File: config.mk
export PLATFORM = sky130hd
export DESIGN_NAME = unsigned_to_ascii_formatter_top
export DESIGN_NICKNAME = d
export VERILOG_FILES = /design/src/hw/rtl/ufmt_pkg.sv /design/src/hw/rtl/ufmt_conv.sv /design/src/hw/rtl/ufmt_emit.sv /design/src/hw/rtl/unsigned_to_ascii_formatter_top.sv
export SDC_FILE = /design/constraint.sdc
export NUM_CORES = 1
export LEC_CHECK = 0
export CAP_MARGIN = 20
export CORE_ASPECT_RATIO = 1.25
export CORE_MARGIN = 2
export CORE_UTILIZATION = 40
export CTS_CLUSTER_SIZE = 14
export DETAILED_ROUTE_END_ITERATION = 10
export DONT_BUFFER_PORTS = 1
export SLEW_MARGIN = 15
export SYNTH_ARGS = -nofsm -noshare
export SYNTH_HDL_FRONTEND = slang
export SYNTH_SLANG_ARGS = --single-unit
File: constraint.sdc
create_clock -name clk -period 3.46 [get_ports clk]
set_clock_uncertainty 0.1 [all_clocks]
set_input_delay 0 -clock clk [delete_from_list [all_inputs] [get_ports clk]]
set_output_delay 0 -clock clk [all_outputs]
set_load 0.1 [all_outputs]
File: src/hw/rtl/ufmt_pkg.sv
// Shared types, constants and helpers for the unsigned-to-ASCII formatter.
// Used by ufmt_conv, ufmt_emit and unsigned_to_ascii_formatter_top.
package ufmt_pkg;

    // Fixed field widths of the item channels
    localparam int VALUE_FIELD_W = 32;
    localparam int CHAR_W        = 8;

    // Default for the value width parameter
    localparam int VALUE_WIDTH_DEF = 32;

    // Character constants
    localparam logic [CHAR_W-1:0] ASCII_ZERO     = 8'h30;
    localparam logic [CHAR_W-1:0] ASCII_X        = 8'h78;
    localparam logic [CHAR_W-1:0] HEX_LETTER_GAP = 8'd39;
    localparam logic [3:0]        DIGIT_TEN      = 4'd10;
    localparam logic [3:0]        DIGIT_FIVE     = 4'd5;
    localparam logic [3:0]        DIGIT_ADJ      = 4'd3;

    // Format selector codes
    localparam logic FUNC_DEC = 1'b0;
    localparam logic FUNC_HEX = 1'b1;

    typedef struct packed {
        logic                     func;
        logic [VALUE_FIELD_W-1:0] value;
    } in_item_t;

    typedef struct packed {
        logic [CHAR_W-1:0] char_code;
        logic              last;
    } out_item_t;

    // Converter to emitter handoff
    typedef struct packed {
        logic done;
        logic hex;
    } conv_ctl_t;

    // Shift-and-add-3 correction of one BCD digit
    function automatic logic [3:0] bcd_adjust(input logic [3:0] d);
        logic [3:0] r;
        r = (d >= DIGIT_FIVE) ? d + DIGIT_ADJ : d;
        return r;
    endfunction

    // ASCII code of one digit, decimal or lower-case hex
    function automatic logic [CHAR_W-1:0] digit_char(input logic [3:0] d);
        logic [CHAR_W-1:0] c;
        c = ASCII_ZERO + {4'd0, d};
        if (d >= DIGIT_TEN)
        begin
            c = c + HEX_LETTER_GAP;
        end
        return c;
    endfunction

endpackage

File: src/hw/rtl/ufmt_conv.sv
// Bit-serial value to digit converter: double dabble for decimal, direct load for hex.
// Depends on ufmt_pkg.
module ufmt_conv #(
    parameter int UW  = ufmt_pkg::VALUE_WIDTH_DEF,
    parameter int NIB = 10
) (
    input  logic                          clk,
    input  logic                          rst_n,
    input  logic                          start,
    input  ufmt_pkg::in_item_t            item,
    output ufmt_pkg::conv_ctl_t           ctl,
    output logic [4*NIB-1:0]              digits
);

    localparam int CW = $clog2(UW + 1);
    localparam int DW = 4 * NIB;

    logic [UW-1:0] val_reg, val_next;
    logic [DW-1:0] dig_reg, dig_next;
    logic [CW-1:0] cnt_reg, cnt_next;
    logic          run_reg, run_next;
    logic          done_reg, done_next;
    logic          hex_reg, hex_next;
    logic [DW-1:0] dig_adj;

    // Correct every BCD digit before the shift
    always_comb
    begin
        for (int n = 0; n < NIB; n++)
        begin
            dig_adj[4*n +: 4] = ufmt_pkg::bcd_adjust(dig_reg[4*n +: 4]);
        end
    end

    // Load, then shift one value bit per cycle into the digit register
    always_comb
    begin
        val_next  = val_reg;
        dig_next  = dig_reg;
        cnt_next  = cnt_reg;
        run_next  = run_reg;
        hex_next  = hex_reg;
        done_next = 1'b0;
        if (start)
        begin
            hex_next = item.func;
            val_next = item.value[UW-1:0];
            if (item.func == ufmt_pkg::FUNC_HEX)
            begin
                dig_next  = DW'(item.value[UW-1:0]);
                done_next = 1'b1;
            end
            else
            begin
                dig_next = '0;
                cnt_next = CW'(UW);
                run_next = 1'b1;
            end
        end
        else if (run_reg)
        begin
            dig_next = {dig_adj[DW-2:0], val_reg[UW-1]};
            val_next = {val_reg[UW-2:0], 1'b0};
            cnt_next = cnt_reg - CW'(1);
            if (cnt_reg == CW'(1))
            begin
                run_next  = 1'b0;
                done_next = 1'b1;
            end
        end
    end

    // Hold control state
    always_ff @(posedge clk or negedge rst_n)
    begin
        if (!rst_n)
        begin
            cnt_reg  <= '0;
            run_reg  <= 1'b0;
            done_reg <= 1'b0;
            hex_reg  <= 1'b0;
        end
        else
        begin
            cnt_reg  <= cnt_next;
            run_reg  <= run_next;
            done_reg <= done_next;
            hex_reg  <= hex_next;
        end
    end

    // Hold datapath
    always_ff @(posedge clk)
    begin
        val_reg <= val_next;
        dig_reg <= dig_next;
    end

    assign ctl.done = done_reg;
    assign ctl.hex  = hex_reg;
    assign digits   = dig_reg;

endmodule

File: src/hw/rtl/ufmt_emit.sv
// Character emitter: prefix, leading-zero skip and one digit per cycle to the output item while not stalled.
// Depends on ufmt_pkg.
module ufmt_emit #(
    parameter int NIB = 10
) (
    input  logic                 clk,
    input  logic                 rst_n,
    input  ufmt_pkg::conv_ctl_t  ctl,
    input  logic [4*NIB-1:0]     digits,
    output logic                 fin,
    output logic                 valid,
    input  logic                 stall,
    output ufmt_pkg::out_item_t  item
);

    localparam int DW = 4 * NIB;
    localparam int IW = (NIB > 1) ? $clog2(NIB) : 1;

    localparam logic [1:0] ST_IDLE = 2'd0;
    localparam logic [1:0] ST_PFX0 = 2'd1;
    localparam logic [1:0] ST_PFXX = 2'd2;
    localparam logic [1:0] ST_DIG  = 2'd3;

    logic [1:0]          state_reg, state_next;
    logic [DW-1:0]       dig_reg, dig_next;
    logic [IW-1:0]       idx_reg, idx_next;
    logic                started_reg, started_next;
    logic                valid_reg, valid_next;
    ufmt_pkg::out_item_t item_reg, item_next;
    logic                slot_free;
    logic [3:0]          top_digit;

    assign slot_free = !valid_reg || !stall;
    assign top_digit = dig_reg[DW-1 -: 4];

    // Sequence prefix and digits into the output register
    always_comb
    begin
        state_next   = state_reg;
        dig_next     = dig_reg;
        idx_next     = idx_reg;
        started_next = started_reg;
        valid_next   = valid_reg && stall;
        item_next    = item_reg;
        fin          = 1'b0;
        unique case (state_reg)
            ST_IDLE:
            begin
                if (ctl.done)
                begin
                    dig_next     = digits;
                    idx_next     = IW'(NIB - 1);
                    started_next = 1'b0;
                    state_next   = ctl.hex ? ST_PFX0 : ST_DIG;
                end
            end
            ST_PFX0:
            begin
                if (slot_free)
                begin
                    valid_next          = 1'b1;
                    item_next.char_code = ufmt_pkg::ASCII_ZERO;
                    item_next.last      = 1'b0;
                    state_next          = ST_PFXX;
                end
            end
            ST_PFXX:
            begin
                if (slot_free)
                begin
                    valid_next          = 1'b1;
                    item_next.char_code = ufmt_pkg::ASCII_X;
                    item_next.last      = 1'b0;
                    state_next          = ST_DIG;
                end
            end
            ST_DIG:
            begin
                if (slot_free)
                begin
                    // Drop leading zeros, but always emit the final digit
                    if (started_reg || top_digit != 4'd0 || idx_reg == '0)
                    begin
                        valid_next          = 1'b1;
                        item_next.char_code = ufmt_pkg::digit_char(top_digit);
                        item_next.last      = (idx_reg == '0);
                        started_next        = 1'b1;
                    end
                    dig_next = {dig_reg[DW-5:0], 4'd0};
                    idx_next = idx_reg - IW'(1);
                    if (idx_reg == '0)
                    begin
                        fin        = 1'b1;
                        state_next = ST_IDLE;
                    end
                end
            end
            default:
            begin
                state_next = ST_IDLE;
            end
        endcase
    end

    // Hold control state
    always_ff @(posedge clk or negedge rst_n)
    begin
        if (!rst_n)
        begin
            state_reg   <= ST_IDLE;
            idx_reg     <= '0;
            started_reg <= 1'b0;
            valid_reg   <= 1'b0;
        end
        else
        begin
            state_reg   <= state_next;
            idx_reg     <= idx_next;
            started_reg <= started_next;
            valid_reg   <= valid_next;
        end
    end

    // Hold datapath
    always_ff @(posedge clk)
    begin
        dig_reg  <= dig_next;
        item_reg <= item_next;
    end

    assign valid = valid_reg;
    assign item  = item_reg;

endmodule

File: src/hw/rtl/unsigned_to_ascii_formatter_top.sv
// Unsigned to ASCII formatter, top level.
// Depends on ufmt_pkg, ufmt_conv and ufmt_emit.
//
// Usage:
//   The source channel (src_valid, src_stall, src_item) takes one value and a
//   format selector; func 0 gives decimal, func 1 gives "0x" and lower-case hex.
//   The destination channel (dst_valid, dst_stall, dst_item) returns the text
//   one character per item, most significant first, with no leading zeros and
//   last set on the final character. Zero gives "0" or "0x0".
//   Only the low min(VALUE_WIDTH, 32) bits of value are used.
// Conversion:
//   Decimal: the double dabble converter shifts one value bit per cycle
//   into the digit register. The emitter then steps through every digit
//   position, leading zeros included, after the two prefix characters in
//   hex mode, and pauses while stalled. Hex skips the bit-serial shift and
//   loads its digits directly. One item is in work at a time.
// Reset and stall:
//   rst_n clears all control state; no item is pending afterwards.
//   A stalled receiver holds the output item and pauses the emitter; the
//   source stays stalled until the last character is loaded for output.
module unsigned_to_ascii_formatter_top #(
    parameter int VALUE_WIDTH = ufmt_pkg::VALUE_WIDTH_DEF
) (
    input  logic                clk,
    input  logic                rst_n,
    input  logic                src_valid,
    output logic                src_stall,
    input  ufmt_pkg::in_item_t  src_item,
    output logic                dst_valid,
    input  logic                dst_stall,
    output ufmt_pkg::out_item_t dst_item
);

    localparam int UW      = (VALUE_WIDTH < ufmt_pkg::VALUE_FIELD_W) ?
                             VALUE_WIDTH : ufmt_pkg::VALUE_FIELD_W;
    localparam int DEC_NIB = ((UW * 1233) >> 12) + 1;
    localparam int HEX_NIB = (UW + 3) / 4;
    localparam int NIB     = (DEC_NIB > HEX_NIB) ? DEC_NIB : HEX_NIB;

    logic                busy_reg, busy_next;
    logic                accept;
    logic                fin;
    ufmt_pkg::conv_ctl_t ctl;
    logic [4*NIB-1:0]    digits;

    assign src_stall = busy_reg;
    assign accept    = src_valid && !busy_reg;

    // Hold busy from accept until the last character is loaded
    always_comb
    begin
        busy_next = busy_reg;
        if (accept)
        begin
            busy_next = 1'b1;
        end
        else if (fin)
        begin
            busy_next = 1'b0;
        end
    end

    always_ff @(posedge clk or negedge rst_n)
    begin
        if (!rst_n)
        begin
            busy_reg <= 1'b0;
        end
        else
        begin
            busy_reg <= busy_next;
        end
    end

    ufmt_conv #(
        .UW  (UW),
        .NIB (NIB)
    ) u_conv (
        .clk    (clk),
        .rst_n  (rst_n),
        .start  (accept),
        .item   (src_item),
        .ctl    (ctl),
        .digits (digits)
    );

    ufmt_emit #(
        .NIB (NIB)
    ) u_emit (
        .clk    (clk),
        .rst_n  (rst_n),
        .ctl    (ctl),
        .digits (digits),
        .fin    (fin),
        .valid  (dst_valid),
        .stall  (dst_stall),
        .item   (dst_item)
    );

endmodule
==> metrics.md <==
| Metric | Value |
|---|---|
| Status | finished, violations left |
| Violated checks | hold timing |
| Post-DP HPWL | 8220 µm |
| Die W | 121 µm |
| Post-route ant nets | 0 |
| Number of max-cap violations | 0 |
| Register area share after synthesis | 58.8% |
| Fin area | 8130 µm² |
| Final worst path period need | 2.45 ns |
| Arr. time, crit path | 2.47 ns |
| Worst Max-Slew Pin Slew | 1.02 ns |
| Startpoint Class | flip-flop |
| Dpl ws | 0.998 ns |
| Max rail drop VDD | 435 µV |
| Hold Startpoint | src_valid |
| Max Fclk | 409 MHz |
| Fillers | 1547 |
| R2r endpoint | u_emit.dig_reg[16]$_DFFE_PP_ |
| Initial antenna violation count | 0 |
| Initial Utilization | 40.9% |
| CP endpoint | u_emit.dig_reg[16]$_DFFE_PP_ |
| Critical Path Source | u_emit.state_reg[0]$_DFFE_PN0P_ |
| CORE AREA | 16800 µm² |
| Fin Hold WS | -0.0179 ns |
| Synth top cells by count | 134 x nand2_1, 120 x edfxtp_1, 64 x o21ai_0, 36 x nand3_1, 32 x inv_1 |
| Cells on Worst Hold Path | 3 |
| Total Wirelength | 13000 µm |
| Clock buffer depth | 2 |
| Synth top area cells | edfxtp_1 52%, nand2_1 7.3%, dfrtp_1 6.5%, ha_1 5.6%, o21ai_0 4.6% |
| Share of post-route cells with drive strength above 1 | 10.9% |
| Cells on worst reg2reg path | 6 |
| Final nets | 727 |
| Total CTS buffers | 17 |
| CTS HTree Levels | 4 |
| Io pins | 48 |
| Post-CTS Setup Repair Bufs | 0 |
| Finished Layout Cells | 892 |
| Drc violations | 0 |
| Final setup vio count | 0 |
| FF+latch count, synth | 138 |
| Cells after DPL | 820 |
| Synthesis-to-layout area growth | 18.1% |
| Critical path required time | 3.49 ns |
| Via count | 4524 |
| DP Area | 7120 µm² |
| Register area | 4050 µm² |
| Max FO, Critical Path | 24 |
| Most numerous cell in the Yosys netlist | nand2_1 |
| Syn nets | 692 |
| Synthesized instance count | 624 |
| Cell variety after synth | 41 |
| Clock-pin slew on the worst setup and hold paths | 0.05 ns |
| Period utilization | 70.7% |
| Antenna cells | 0 |
| 1st-iter DRT viols | 212 |
| Total power | 8.37 mW |
| FP Rows | 53 |
| R2R Path Start | u_emit.state_reg[0]$_DFFE_PN0P_ |
| CTS sink count | 138 |
| CTS root buffer | clkbuf_16 |
| GPL Wtd Cong | 0.786 |
| Worst Setup End Kind | flip-flop |
| Setup ws final | 1.01 ns |
| Port Buffers | 0 |
| Worst reg2reg setup slack | 1.01 ns |
| Largest net degree at the start of global routing | 110 |
| CTS tree | yes |
| Final design utilization | 48.3% |
| Vias in the first global route | 4726 |
| First-pass GRT wire length | 21800 µm |
| DR pass1 iterations | 4 |
| Drt via density | 5.07 |
| Die H | 151 µm |
| Area of the multi-input gates | 2600 µm² |
| Leak pwr | 3.10 nW |
| Slew Limit Fails | 0 |
| Synth Flop Type | edfxtp_1 |
| Setup CP Type | flip-flop to flip-flop |
| Gr usage total | 15.2% |
| Final Hold Viols | 1 |
| Synth warnings | 0 |
| Clk_lat worst skew | 0.42 ns |
| Slew HR | 32.1% |
| Setup tns final | 0 ns |
| RSZ-0062 raised after global routing | false |
| Wire length per cell | 14.6 µm |
| FFs w/ async S/R, synth | 13.0% |
| Worst hold-check path type | primary input to flip-flop |
| Synth Cell Area | 6890 µm² |
| Pwr dens | 1030 nW/µm² |
| Die Area | 18300 µm² |
| Avg Synthesized Cell Area | 11.0 µm² |
| Synth area leader | edfxtp_1 |
| Post-synth top area share | 52.3% |
| Total grt overflow | 0 |
| Post-synth EDFFs | 120 |
[worst min path at each step]
stage,endpoint,slack (ns)
after detailed placement,u_conv.cnt_reg[3]$_DFFE_PN0P_,-0.40
after global routing,u_conv.hex_reg$_DFFE_PN0P_,0.08
final,u_conv.hex_reg$_DFFE_PN0P_,-0.02
after CTS,u_conv.hex_reg$_DFFE_PN0P_,0.04
after floorplan,src_stall$_DFFE_PN0P_,-0.40
after global placement,u_conv.cnt_reg[4]$_DFFE_PN0P_,-0.40
[placed cells by master, fill, tap and decap left out, drive strengths merged, types with 2 or more instances in the layout]
| cell | instances |
|---|---|
| nand2 | 134 |
| edfxtp | 120 |
| o21ai | 64 |
| dlygate4sd3 | 38 |
| nand3 | 36 |
| inv | 32 |
| ha | 31 |
| mux2 | 27 |
| clkbuf | 26 |
| a21oi | 25 |
| dfrtp | 18 |
| nor2 | 15 |
| xnor2 | 14 |
| nand2b | 13 |
| xor2 | 10 |
| nor3b | 8 |
| o31ai | 7 |
| nor3 | 7 |
| buf | 7 |
| clkinv | 5 |
| nor2b | 5 |
| and2 | 4 |
| a211oi | 3 |
| nand3b | 3 |
| mux2i | 3 |
| bufinv | 2 |
[report_power, final]
group / switching, mW / internal (mW)
clock network: 0.663 / 1.19
registers: 0.692 / 3.09
logic: 1.58 / 1.16
total: 2.94 / 5.43
[metal layers]
layer / GRT usage, % / vias to the layer above / wire (µm) / part of all wire (%)
met5: 0 / - / 0 / 0
met4: 5.86 / 0 / 259 / 2.0
met3: 4.32 / 20 / 351 / 2.7
met2: 26.5 / 55 / 6490 / 50
met1: 17.8 / 2195 / 5920 / 45
li1: - / 2254 / - / -
[cell type report]
type / count / share of cell area (%)
clock buffers: 25 / 6.46
clock inverters: 7 / 1.05
inverters: 32 / 1.48
multi-input cells: 424 / 31.9
flip-flops and latches: 138 / 49.8
well taps: 220 / 3.38
repair buffers: 46 / 5.85
[kinds of logic after synthesis]
group,count (synthesis),share of synthesized area (%)
buf+inv,62,3.71
compound gates,108,8.85
mux,30,4.85
xor+xnor,24,3.05
flops,138,58.8
simple gates,230,15.0
fa+ha+maj,31,5.63
other cells,1,0.0544
[critical path, cell delays in order, from the launching register on]
cell and delay [ns]:
dfrtp_1 0.40, inv_1 0.12, ha_1 0.36, mux2_2 0.26, nand2_1 0.10, inv_1 0.54
buf_12 0.26
[repair_timing]
item / 4_1_cts / 5_1_grt
hold buffers: 39 / 0
resized for setup: 0 / 0
endpoints found under the hold margin: 96 / 0
No activity file was read; power rests on OpenSTA's default activity.
